### config.mk
export PLATFORM = sky130hd
export DESIGN_NAME = gcd_to_rad
export DESIGN_NICKNAME = d
export VERILOG_FILES = /design/src/hw/rtl/gcd_pkg.sv /design/src/hw/rtl/gcd_to_rad.sv
export SDC_FILE = /design/constraint.sdc
export NUM_CORES = 2
export LEC_CHECK = 0
export BUFFER_PORTS_ARGS = -buffer_cell sky130_fd_sc_hd__buf_4
export CORE_MARGIN = 1
export CORE_UTILIZATION = 45
export DETAILED_ROUTE_END_ITERATION = 10
export PLACE_DENSITY = 0.72
export SETUP_SLACK_MARGIN = 0.4
export SYNTH_ARGS = -nofsm -noshare
export SYNTH_HDL_FRONTEND = slang
export SYNTH_SLANG_ARGS = --single-unit
### constraint.sdc
create_clock -name i_clk -period 9.7 [get_ports i_clk]
set_input_delay 0.97 -clock i_clk [delete_from_list [all_inputs] [get_ports i_clk]]
set_output_delay 0.97 -clock i_clk [all_outputs]
set_load 0.02 [all_outputs]
### src/hw/rtl/gcd_pkg.sv
// gcd_pkg: shared widths, fixed-point constants and helper functions for the
// great-circle distance unit (cordic arctangent table, q30 product)
// no dependencies
package gcd_pkg;

    localparam int CORDIC_STEPS_DEF = 32;

    // cordic datapath width and width of q30 operands between stages
    localparam int CW = 40;
    localparam int MW = 34;

    localparam logic signed [MW-1:0] PI_Q30      = 34'sd3373259426;
    localparam logic signed [MW-1:0] HALF_PI_Q30 = 34'sd1686629713;
    localparam logic signed [MW-1:0] GAIN_Q30    = 34'sd652032874;
    localparam logic [63:0]          QTR_PI_Q62  = 64'h3243F6A8885A308D;

    localparam logic signed [30:0] LAT_LIMIT = 31'sd900000000;
    localparam logic signed [33:0] DLON_HALF = 34'sd1800000000;
    localparam logic signed [33:0] DLON_FULL = 34'sd3600000000;
    localparam logic [22:0]        RADIUS_M  = 23'd6371009;
    localparam logic [36:0]        MAX_MM    = 37'd20015115000;

    // atan(2^-i) in q30, from the arctangent series in q62, rounded half up
    function automatic logic [63:0] atan_q30(input int i);
        logic [63:0] acc;
        logic [63:0] term;
        int          sh;
        int          k;
        acc = 64'd0;
        if (i == 0) begin
            acc = QTR_PI_Q62;
        end else begin
            for (k = 0; k < 32; k++) begin
                sh = i * (2 * k + 1);
                if (sh <= 62) begin
                    term = (64'd1 << (62 - sh)) / 64'(2 * k + 1);
                    if (k[0]) begin
                        acc = acc - term;
                    end else begin
                        acc = acc + term;
                    end
                end
            end
        end
        return (acc + (64'd1 << 31)) >> 32;
    endfunction

    // q30 by q30 product, rounded half up
    function automatic logic signed [MW-1:0] mulq(input logic signed [MW-1:0] a,
                                                  input logic signed [MW-1:0] b);
        logic signed [2*MW-1:0] p;
        p = (2*MW)'(a) * (2*MW)'(b) + (2*MW)'(64'sd536870912);
        return p[MW+29:30];
    endfunction

endpackage

### src/hw/rtl/gcd_to_rad.sv
// gcd_to_rad: three-stage pipelined conversion of 1e-7 degree units to q30 radians
// uses gcd_pkg; division by the constant is a reciprocal multiply and correction
module gcd_to_rad
    import gcd_pkg::*;
(
    input  logic                 i_clk,
    input  logic                 i_rst_n,
    input  logic                 i_en,
    input  logic                 i_vld,
    input  logic signed [31:0]   i_deg,
    output logic                 o_vld,
    output logic signed [MW-1:0] o_rad
);

    localparam logic [63:0] DEN      = 64'd1800000000;
    localparam logic [63:0] PI_U     = 64'd3373259426;
    localparam logic [95:0] K_WIDE   = (96'd3373259426 << 32) / 96'd1800000000;
    localparam logic [32:0] K_RECIP  = K_WIDE[32:0];
    localparam logic [33:0] DEN1     = 34'd1800000000;
    localparam logic [33:0] DEN2     = 34'd3600000000;

    logic [30:0] mag;
    logic [63:0] n_est;

    logic        r1_vld, r2_vld, r3_vld;
    logic [63:0] r1_num;
    logic [32:0] r1_est;
    logic        r1_neg;
    logic [32:0] r2_q0;
    logic [33:0] r2_rem;
    logic        r2_neg;
    logic signed [MW-1:0] r3_rad;
    logic [32:0] q;

    assign mag   = i_deg[31] ? 31'(-i_deg) : i_deg[30:0];
    assign n_est = (64'(mag) * 64'(K_RECIP)) >> 32;
    assign q     = r2_q0 + 33'(r2_rem >= DEN1) + 33'(r2_rem >= DEN2);

    always_ff @(posedge i_clk) begin
        if (!i_rst_n) begin
            r1_vld <= 1'b0;
            r2_vld <= 1'b0;
            r3_vld <= 1'b0;
        end else if (i_en) begin
            r1_vld <= i_vld;
            r2_vld <= r1_vld;
            r3_vld <= r2_vld;
        end
    end

    always_ff @(posedge i_clk) begin
        if (i_en) begin
            r1_num <= 64'(mag) * PI_U + 64'd900000000;
            r1_est <= n_est[32:0];
            r1_neg <= i_deg[31];
            r2_q0  <= r1_est;
            r2_rem <= 34'(r1_num - 64'(r1_est) * DEN);
            r2_neg <= r1_neg;
            r3_rad <= r2_neg ? -$signed({1'b0, q}) : $signed({1'b0, q});
        end
    end

    assign o_vld = r3_vld;
    assign o_rad = r3_rad;

endmodule

==> metrics.yaml <==
path_clk_slew_ns: 0.08
synth_nets: 4631
rsz0062_at_grt: "yes"
status: "completed"
wire_per_inst_um: 19.3
ys_seq_elements: 169
grt_pass1_wl_mm: 142
finalClockSkew_ns: 0.0198
cpMostUsedCell: "fa_1"
synthArstFlopShare_pct: 0
cts.sinks: 169
worstPathRequired_ns: 9.92
hpwl_mm: 82.0
start_util_pct: 45.5
ios: 71
cts_buffer_depth: 2
yosysSeqAreaShare_pct: 14.3
netlist_area_um2: 35300
setup-violations-final: 0
hp-class: "reg2reg"
period_needed_ns: 9.05
worstSkewPairLatency_ns: 0.46
finalHoldViolations: 0
cts-buffers-inserted: 17
critPathSlowestCell: "or4_4"
drc: 0
arrival_ns: 9.27
synth_top_area_share_pct: 33.1
worst_pin_slew_ns: 0.989
grt_overflow: 0
yosysWarnings: 0
multi_input_area_um2: 27000
rows: 102
period_share_pct: 93.3
synth_cells: 3396
slew_headroom_pct: 34.0
drive_gt1_share_pct: 10.7
diodes: 0
fmaxAchievable_mhz: 110
syn_area_per_cell_um2: 10.4
finalHoldWorstSlack_ns: 0.421
cp-end-kind: "register"
slew_viol_final: 0
root_buffer: "clkbuf_16"
final_nets: 4915
antenna_found_initial: 1
synth_edf_count: 166
dr.pass1.iters: 5
cts_tree: "built"
place_area_um2: 38600
drtIter0Drc: 1549
ys_types: 81
yosys.area.top_type: "fa_1"
grt_pass1_vias: 25262
synthTopCellsByCount: "inv_1 (911), ha_1 (616), fa_1 (583)"
final_util_pct: 51.0
synthTopCellsByArea: "fa_1 (33%), ha_1 (22%), edfxtp_1 (14%), inv_1 (9.7%), xnor2_1 (4.8%)"
vias: 24248
fillerInstances: 6989
grtUsageTotal_pct: 23.9
synthFlopType: "edfxtp_1"
place_congestion: 1.00
via_per_inst: 5.12
critPathMaxStageDelay_ns: 0.55
die_x_um: 282
syn_to_final_growth_pct: 12.1
htreeDepth: 4
cp_max_fo: 5
grt_max_degree: 96
core-area_um2: 77500
cap_violations: 0
die-area_um2: 79500
seqCellArea_um2: 5040
die_y_um: 282
postRouteAntennaNets: 0
port_buffers: 70
yosysMostFrequentCell: "inv_1"
drt_wl_total_mm: 91.1
critical_path_class: "in2reg"
startpoint_type: "primary input"
fin_area_um2: 39500
-- final timing paths --
path	start	end	slack [ns]	cells after the start
hold / removal	r1_num[1]	r2_rem[1]	0.42	0
setup reg to reg	r1_est[2]	r2_rem[33]	1.69	26
setup / recovery	i_deg[0]	r1_est[30]	0.65	32
hold reg to reg	r1_num[1]	r2_rem[1]	0.42	0
-- worst max-delay path, delay by kind of cell --
family          cells  cell delay, ns
xor+xnor            2            0.26
simple gates       10            2.70
compound gates      5            1.04
fa+ha+maj           9            3.63
buf+inv             6            0.65
-- area by class of cell --
| class | instances | share of cell area [%] |
|---|---|---|
| repair buffers | 285 | 5.42 |
| clock buffers | 17 | 1.08 |
| flip-flops and latches | 169 | 12.8 |
| well taps | 1040 | 3.29 |
| multi-input cells | 2296 | 68.3 |
| clock inverters | 15 | 0.472 |
| inverters | 911 | 8.66 |
-- placed cells by master (no fill, tap or decap), types with 14 or more instances in the layout --
cell and n:
inv_1 901, ha_1 611, fa_1 579, buf_4 284
xnor2_1 186, edfxtp_1 166, a21oi_1 93, nand2_1 85
nor2_1 83, o21ai_0 78, xor2_1 74, a21o_1 48
nand3_1 46, nor3_1 45, o21a_1 22, or3_1 21
nand2b_1 20, nor2b_1 20, nand4_1 19, clkbuf_16 17
and3_1 16, a211oi_1 16, o31ai_1 14
-- per-layer routing --
layer,vias to the layer above,global-route usage (%),routed length (um)
met2,601,39.1,42500
met3,145,3.75,5390
met4,2,7.82,3160
met5,-,0,8
li1,11509,-,-
met1,11991,32.4,40000
-- what timing repair did --
| action | 4_1_cts | 5_1_grt |
|---|---|---|
| hold endpoints to repair | 0 | 0 |
| buffers inserted | 0 | 11 |
| gates resized for setup | 0 | 42 |
| hold buffers | 0 | 0 |
| endpoints found under the setup margin | 0 | 22 |
-- cell families after synthesis --
kind of cell / after synthesis / synth area share [%]
compound gates: 389 / 7.30
flops: 169 / 14.3
simple gates: 427 / 6.41
mux: 6 / 0.174
xor+xnor: 275 / 6.89
fa+ha+maj: 1199 / 55.0
buf+inv: 931 / 9.94
-- sequential cells by signal, indices dropped and copies added, names as in the netlist --
signal / flops
o_vld: 1
r1_neg: 1
r2_rem: 33
r2_vld: 1
r1_vld: 1
r1_est: 32
r2_q0: 32
r1_num: 33
o_rad: 34
r2_neg: 1
-- metrics by stage --
stage	setup slack, ns	setup TNS [ns]	cells
floorplan	0.421	0	3396
CTS	0.420	0	4722
global placement	0.0194	0	4690
global route	0.344	0	4733
finish	0.646	0	4733
detailed placement	-0.0366	-0.0785	4690
Power is left out: the tool's default activity adds up to more than one toggle a clock period on the data nets, which glitch-free logic cannot reach.
